==> config.mk <==
export PLATFORM = sky130hd
export DESIGN_NAME = bch_generator_polynomial_builder_unit
export DESIGN_NICKNAME = d
export VERILOG_FILES = /design/src/design/bgp_pkg.sv /design/src/design/bgp_cell.sv /design/src/design/bch_generator_polynomial_builder_unit.sv
export SDC_FILE = /design/constraint.sdc
export NUM_CORES = 1
export LEC_CHECK = 0
export ABC_CLOCK_PERIOD_IN_PS = 25100
export BUFFER_PORTS_ARGS = -buffer_cell sky130_fd_sc_hd__buf_4
export CORE_UTILIZATION = 40
export DETAILED_ROUTE_END_ITERATION = 8
export SLEW_MARGIN = 10
export SYNTH_ARGS = -nofsm -noshare
export SYNTH_HDL_FRONTEND = slang
export SYNTH_HIERARCHICAL = 1
export SYNTH_SLANG_ARGS = --single-unit
==> constraint.sdc <==
create_clock -name i_clk -period 25.1 [get_ports i_clk]
set_input_delay 6.275 -clock i_clk [delete_from_list [all_inputs] [get_ports i_clk]]
set_output_delay 6.275 -clock i_clk [all_outputs]
set_load 0.005 [all_outputs]
==> src/design/bgp_pkg.sv <==
`timescale 1ns / 1ps
// ----------------------------------------------------------------------------
// BCH generator polynomial builder package
// Field types, GF(64) arithmetic, power table and shared control types.
// ----------------------------------------------------------------------------
package bgp_pkg;

    localparam int GF_W     = 6;
    localparam int IDX_W    = 4;
    localparam int WORD_W   = 32;
    localparam int CNT_W    = 5;
    localparam int N_ENTRY  = 16;
    localparam int STEP_CNT = 4;

    typedef logic [GF_W-1:0]   t_gf;
    typedef logic [IDX_W-1:0]  t_idx;
    typedef logic [WORD_W-1:0] t_word;
    typedef logic [CNT_W-1:0]  t_cnt;

    // Primitive polynomial x^6 + x + 1.
    localparam logic [GF_W:0] GF_POLY = 7'd67;

    localparam t_idx LAST_IDX = t_idx'(N_ENTRY - 1);

    // Powers of alpha; exponent 63 wraps back to alpha^0.
    localparam t_gf ALPHA_POW [64] = '{
        6'd1,  6'd2,  6'd4,  6'd8,  6'd16, 6'd32, 6'd3,  6'd6,
        6'd12, 6'd24, 6'd48, 6'd35, 6'd5,  6'd10, 6'd20, 6'd40,
        6'd19, 6'd38, 6'd15, 6'd30, 6'd60, 6'd59, 6'd53, 6'd41,
        6'd17, 6'd34, 6'd7,  6'd14, 6'd28, 6'd56, 6'd51, 6'd37,
        6'd9,  6'd18, 6'd36, 6'd11, 6'd22, 6'd44, 6'd27, 6'd54,
        6'd47, 6'd29, 6'd58, 6'd55, 6'd45, 6'd25, 6'd50, 6'd39,
        6'd13, 6'd26, 6'd52, 6'd43, 6'd21, 6'd42, 6'd23, 6'd46,
        6'd31, 6'd62, 6'd63, 6'd61, 6'd57, 6'd49, 6'd33, 6'd1
    };

    // Control broadcast from the top level to every coefficient cell.
    typedef struct packed {
        logic load;   // a request is accepted this cycle
        logic clear;  // polynomial returns to one before the root is applied
        logic apply;  // the root is multiplied in (capacity not yet reached)
    } t_cell_ctrl;

    typedef enum logic {
        ST_IDLE,
        ST_EMIT
    } t_state;

    // Shift-and-add multiply in GF(64) with reduction by the field polynomial.
    function automatic t_gf gf_mul(t_gf a, t_gf b);
        logic [GF_W:0] x;
        t_gf           acc;
        acc = '0;
        x   = {1'b0, a};
        for (int k = 0; k < GF_W; k++) begin
            if (b[k]) begin
                acc = acc ^ x[GF_W-1:0];
            end
            x = {x[GF_W-1:0], 1'b0};
            if (x[GF_W]) begin
                x = x ^ GF_POLY;
            end
        end
        return acc;
    endfunction

endpackage

==> src/design/bgp_cell.sv <==
`timescale 1ns / 1ps
// ----------------------------------------------------------------------------
// BCH generator coefficient cell
// Holds one coefficient and updates it as lower ^ coef * root.
// ----------------------------------------------------------------------------
module bgp_cell #(
    parameter bit RESET_ONE = 1'b0
) (
    input  logic                i_clk,
    input  logic                i_rst_n,
    input  bgp_pkg::t_cell_ctrl i_ctrl,
    input  bgp_pkg::t_gf        i_root,
    input  bgp_pkg::t_gf        i_lower,
    output bgp_pkg::t_gf        o_eff
);
    import bgp_pkg::*;

    localparam t_gf RESET_VAL = RESET_ONE ? t_gf'(1) : t_gf'(0);

    t_gf r_coef;
    t_gf n_coef;

    // The coefficient as seen by this request, after an optional restart.
    assign o_eff = i_ctrl.clear ? RESET_VAL : r_coef;

    always_comb begin
        n_coef = r_coef;
        if (i_ctrl.load) begin
            n_coef = i_ctrl.apply ? (i_lower ^ gf_mul(o_eff, i_root)) : o_eff;
        end
    end

    always_ff @(posedge i_clk) begin
        if (!i_rst_n) begin
            r_coef <= RESET_VAL;
        end else begin
            r_coef <= n_coef;
        end
    end

endmodule

==> src/design/bch_generator_polynomial_builder_unit.sv <==
`timescale 1ns / 1ps
// ----------------------------------------------------------------------------
// BCH generator polynomial builder
// Multiplies a GF(64) polynomial by (x + alpha^e) per request and emits the
// 16-entry LFSR step table of the packed generator on a final request.
// ----------------------------------------------------------------------------
// A request is taken at a clock edge with start high and busy low. A request
// without final_root leaves busy low, so such roots can arrive back to back.
// A request with final_root raises busy after the edge that accepts it; the
// sixteen table results follow, one per cycle, with the first shown in the
// cycle after busy rises, each marked by o_result_valid for a single cycle.
// The receiver cannot stall the result stream, so it must take each result
// in the cycle it is shown. The last result is taken at the same edge that
// can accept the next request, so a final request holds off further
// requests until the one-entry-per-cycle table emitter has shown every entry.
// ----------------------------------------------------------------------------
module bch_generator_polynomial_builder_unit #(
    parameter int MAX_ROOTS  = 18,
    parameter int PACK_SHIFT = 14
) (
    input  logic                 i_clk,
    input  logic                 i_rst_n,
    input  logic                 start,
    output logic                 busy,
    input  logic [5:0]           i_root_exponent,
    input  logic                 i_restart,
    input  logic                 i_final_root,
    output logic                 o_result_valid,
    output bgp_pkg::t_idx        o_table_index,
    output bgp_pkg::t_word       o_step_word,
    output bgp_pkg::t_word       o_generator_word,
    output logic                 o_too_many_roots,
    output logic                 o_last_entry
);
    import bgp_pkg::*;

    // One cell per coefficient of a degree MAX_ROOTS polynomial.
    localparam int NCOEF = MAX_ROOTS + 1;

    // Shift register step table entry: index at the top, four LFSR steps.
    function automatic t_word step_entry(t_idx v, t_word gen);
        t_word s;
        s = {v, {(WORD_W - IDX_W){1'b0}}};
        for (int k = 0; k < STEP_CNT; k++) begin
            s = s[WORD_W-1] ? ({s[WORD_W-2:0], 1'b0} ^ gen) : {s[WORD_W-2:0], 1'b0};
        end
        return s;
    endfunction

    t_state     r_state;
    t_state     n_state;
    t_cnt       r_roots;
    t_cnt       n_roots;
    logic       r_ovf;
    logic       n_ovf;
    t_idx       r_idx;
    t_idx       n_idx;
    logic       r_valid;
    t_idx       r_out_idx;
    t_word      r_out_step;
    t_word      r_out_gen;
    logic       r_out_ovf;
    logic       r_out_last;

    logic       accept;
    logic       emit;
    t_cnt       eff_roots;
    logic       eff_ovf;
    t_cell_ctrl ctrl;
    t_gf        root;
    t_gf        eff [NCOEF];
    t_word      gen_word;

    assign accept = start && !busy;

    // Restart hides the stored count and flag from this request.
    assign eff_roots = i_restart ? '0 : r_roots;
    assign eff_ovf   = i_restart ? 1'b0 : r_ovf;

    // The clear only acts on an accepted request, so a waiting request with
    // restart set cannot disturb the generator while the table is emitted.
    assign ctrl.load  = accept;
    assign ctrl.clear = accept && i_restart;
    assign ctrl.apply = eff_roots < t_cnt'(MAX_ROOTS);

    assign root = ALPHA_POW[i_root_exponent];

    always_comb begin
        n_roots = r_roots;
        n_ovf   = r_ovf;
        if (accept) begin
            n_roots = ctrl.apply ? (eff_roots + t_cnt'(1)) : eff_roots;
            n_ovf   = ctrl.apply ? eff_ovf : 1'b1;
        end
    end

    // Row of coefficient cells; each cell passes its current value up to the
    // next higher cell, which uses it as the x * g(x) term.
    genvar gi;
    generate
        for (gi = 0; gi < NCOEF; gi++) begin : g_cell
            t_gf lower;
            if (gi == 0) begin : g_first
                assign lower = '0;
            end else begin : g_rest
                assign lower = eff[gi-1];
            end
            bgp_cell #(
                .RESET_ONE (gi == 0)
            ) u_cell (
                .i_clk   (i_clk),
                .i_rst_n (i_rst_n),
                .i_ctrl  (ctrl),
                .i_root  (root),
                .i_lower (lower),
                .o_eff   (eff[gi])
            );
        end

        // Pack coefficients 0..MAX_ROOTS-1; positions past the word drop out.
        for (gi = 0; gi < WORD_W; gi++) begin : g_pack
            if (gi >= PACK_SHIFT && gi - PACK_SHIFT < MAX_ROOTS) begin : g_bit
                assign gen_word[gi] = (eff[gi - PACK_SHIFT] != '0);
            end else begin : g_zero
                assign gen_word[gi] = 1'b0;
            end
        end
    endgenerate

    // Next state.
    always_comb begin
        n_state = r_state;
        case (r_state)
            ST_IDLE: begin
                if (accept && i_final_root) begin
                    n_state = ST_EMIT;
                end
            end
            ST_EMIT: begin
                if (r_idx == LAST_IDX) begin
                    n_state = ST_IDLE;
                end
            end
            default: n_state = ST_IDLE;
        endcase
    end

    // State outputs.
    always_comb begin
        busy = 1'b0;
        emit = 1'b0;
        case (r_state)
            ST_IDLE: begin
                busy = 1'b0;
                emit = 1'b0;
            end
            ST_EMIT: begin
                busy = 1'b1;
                emit = 1'b1;
            end
            default: begin
                busy = 1'b0;
                emit = 1'b0;
            end
        endcase
    end

    assign n_idx = emit ? (r_idx + t_idx'(1)) : '0;

    always_ff @(posedge i_clk) begin
        if (!i_rst_n) begin
            r_state <= ST_IDLE;
            r_roots <= '0;
            r_ovf   <= 1'b0;
            r_idx   <= '0;
            r_valid <= 1'b0;
        end else begin
            r_state <= n_state;
            r_roots <= n_roots;
            r_ovf   <= n_ovf;
            r_idx   <= n_idx;
            r_valid <= emit;
        end
    end

    // Result register; the polynomial is frozen while entries are emitted.
    always_ff @(posedge i_clk) begin
        if (emit) begin
            r_out_idx  <= r_idx;
            r_out_step <= step_entry(r_idx, gen_word);
            r_out_gen  <= gen_word;
            r_out_ovf  <= r_ovf;
            r_out_last <= (r_idx == LAST_IDX);
        end
    end

    assign o_result_valid   = r_valid;
    assign o_table_index    = r_out_idx;
    assign o_step_word      = r_out_step;
    assign o_generator_word = r_out_gen;
    assign o_too_many_roots = r_out_ovf;
    assign o_last_entry     = r_out_last;

endmodule
==> impl_results.md <==
- Seq/Total Area, Yosys: between 10% and 20%
- Worst Hold Class: flop to flop
- Share of layout cells above drive strength 1: between 7 and 8%
- First-pass GRT wire length: between 100 and 150 mm
- Commonest non-fill, non-tap cell in the layout: nand2_1
- Die Area: 56,900 um2
- Worst-Margin Slew: between 1 and 1.5 ns
- VDD IR max: roughly 52 uV
- TritonCTS buffer count: 17
- I/O pin cnt: 83
- Hold-fix buffers at CTS: 0
- Worst Path Required: ~25 ns
- GRT Util Overall: roughly 21%
- Worst hold endpoint: o_too_many_roots$_DFFE_PP_
- Yosys Warn Count: 6
- Number of synthesized flops with an enable pin: 42
- WL per Instance: between 15 and 20 um
- Endpoint class of the critical path: flop
- Max_slew headroom: approximately 20%
- Number of H-tree levels: 4
- WL final: 61.6 mm
- Final core occ: a little over two fifths
- Vias: about 20,000
- Number of antenna violations at the first check in global routing: 0
- Register-to-Register Path Depth: 15
- Largest net degree at the start of global routing: between 200 and 250
- Post-Syn Area: about 22,000 um2
- # port buffers: between 50 and 60
- DRC viols: 0
- R2R Path Start: r_state$_SDFF_PN0_
- Fillers: roughly 5,600
- Setup repair bufs after CTS: 0
- Ys flop type: dfxtp_1
- Worst Path Class, Setup: primary input to flop
- Core ar.: between 50,000 and 60,000 um2
- CP Launch Type: primary input
- Crit path from: start
- Clock slew at reported path FFs: ~0.080 ns
- Skew final: around 0.018 ns
- Area after DPL: around 22,000 um2
- Syn Inst Count: 3,087
- GPL Wtd Cong: between 0.8 and 0.9
- Worst reg2reg setup slack: around 20 ns
- Outcome: completed
- Post-DRT Antenna Nets: 0
- Gr ovfl total: 0
- Clk_lat worst skew: between 0.4 and 0.5 ns
- RSZ-0062 raised after global routing: false
- Synth top area share: between 10% and 20%
- Via density: between 5 and 6
- Placed cell count: 3,642
- Number of library cell types mapped by synthesis: 79
- Syn avg cell area: 7.25 um2
- Register bit count reported by yosys: between 150 and 200
- Final std cells w/o fill: about 3,700
- Max cap viols: 0
- Initial Utilization: between 40% and 50%
- # diodes: 0
- Fin. max-slew vios: 0
- Final Setup Violations: 0
- Area contributors post-synth: xnor2_1, dfxtp_1, nand2_1
- Setup TNS: 0 ns
- # resized after CTS: 0
- Layout area overhead: 2.62%
- Commonest non-fill, non-tap cells in the layout: nand2_1, xnor2_1, nor2_1
- CP Max Fanout: ~210
- Critical path data arrival time: 10.81 ns
- Fin nets: 2,934
- Hold depth: 0
- Root Buffer: clkbuf_16
- Minimum clock period: between 10 and 15 ns
- CTS tree: yes
- Die width: 239 um
- Drt pass-1 iters: 5
- RR Endpoint: o_step_word[22]$_DFFE_PP_
- Fmax: 94.5 MHz
- Clock buffer depth: 2
- Die height: between 200 and 250 um
- Vias in the first global route: 19,500
- Fin crit share: a little over two fifths
- Leakage: approximately 0.008 uW
- Detailed Route Iter0 Violations: ~1,500
- Hold path startpoint: r_ovf$_SDFFE_PN0P_
- Final hold vios: 0
- FP Rows: 86
- Clock sink count: roughly 160
- Fin area: between 20,000 and 25,000 um2
- Post-synth top area cell: xnor2_1
- Dpl hpwl: between 30 and 40 mm
- Pwr Density: around 130 nW/um2
- Post-synth ARST share: 0%
==> cell families (layout without fill, tap and decap cells) <==
family | Yosys count | count (layout) | share of synthesized area [%]
adder cells (fa/ha/maj) | 10 | 10 | 0.559
XOR/XNOR | 568 | 568 | 26.7
multiplexers | 16 | 16 | 0.945
other | 1 | 37 | 0.0168
flip-flops | 162 | 162 | 16.4
AND/OR/NAND/NOR | 1356 | 1356 | 29.2
AO/OA/AOI/OAI | 614 | 614 | 17.7
buffers and inverters | 360 | 163 | 8.53
==> layout make-up <==
class	instances	area, um2	share of cell area, %
Multi-Input combinational cell	2601	17000	74.1
Sequential cell	162	3660	16.0
Tap cell	748	936	4.07
Timing Repair Buffer	73	586	2.55
Clock buffer	20	447	1.94
Inverter	58	225	0.981
Clock inverter	12	87.6	0.381
==> synth_stat cells, drive strengths merged (32+ instances only) <==
cell	instances
nand3b	53
xnor2	305
nand3	129
edfxtp	42
nor2b	96
nand2b	59
clkbuf	88
buf	214
nand2	579
inv	53
o21ai	171
dfxtp	120
o21a	53
a32oi	32
and3	39
xor2	209
xnor3	54
nor3	56
a211oi	47
nor2	254
a21oi	149
a311o	34
==> worst max-delay path by stage <==
stage,slack [ns],cells after the start,to
2_1_floorplan,9.32,13,g_cell[0].u_cell/r_coef[1]$_SDFFE_PN0P_
3_3_place_gp,14.20,16,o_step_word[17]$_DFFE_PP_
3_5_place_dp,14.11,16,o_step_word[17]$_DFFE_PP_
4_1_cts,14.59,16,o_step_word[17]$_DFFE_PP_
5_1_grt,14.21,14,o_step_word[22]$_DFFE_PP_
6_report,14.52,15,o_step_word[22]$_DFFE_PP_
==> worst max-delay path, stage by stage <==
cell and delay [ns]:
buf_4 0.07, nand2b_1 0.10, clkinv_1 0.06, buf_4 0.51, nand2_1 0.29, inv_8 0.39
buf_12 0.63, nor2_1 0.16, nor4_1 0.94, nand2_1 0.41, and3_1 0.31, nor2_1 0.13
o22ai_1 0.09, a32oi_1 0.21, xor2_1 0.10
==> where the power goes <==
group | switching (uW) | leakage (uW) | internal (uW)
sequential | 242 | 0.00137 | 368
combinational | 1120 | 0.00637 | 931
clock | 125 | 0.000252 | 129
total | 1490 | 0.00800 | 1430
==> sequential cells by signal, summed over array words and instances, names as in the netlist <==
| name | count |
|---|---|
| o_table_index | 4 |
| g_cell.u_cell/r_coef | 108 |
| r_ovf | 1 |
| o_too_many_roots | 1 |
| o_step_word | 18 |
| r_roots | 5 |
| r_state | 1 |
| o_generator_word | 18 |
| r_idx | 4 |
| o_last_entry | 1 |
| o_result_valid | 1 |
==> stage by stage <==
stage	hold WS [ns]	setup WS, ns	total power, uW
after floorplan	0.406	9.32	2310
after global placement	0.441	14.20	2590
after detailed placement	0.424	14.11	2640
after CTS	0.444	14.59	2910
after global routing	0.458	14.21	3170
final	0.442	14.52	2910
==> metal layers <==
layer,track usage [%],vias up,wire [um]
met5,0,-,0
met4,6.06,0,1030
met3,2.19,69,2580
met2,36.8,510,29900
met1,28.4,9899,28200
li1,-,10000,-
No activity file was read; power rests on OpenSTA's default activity.
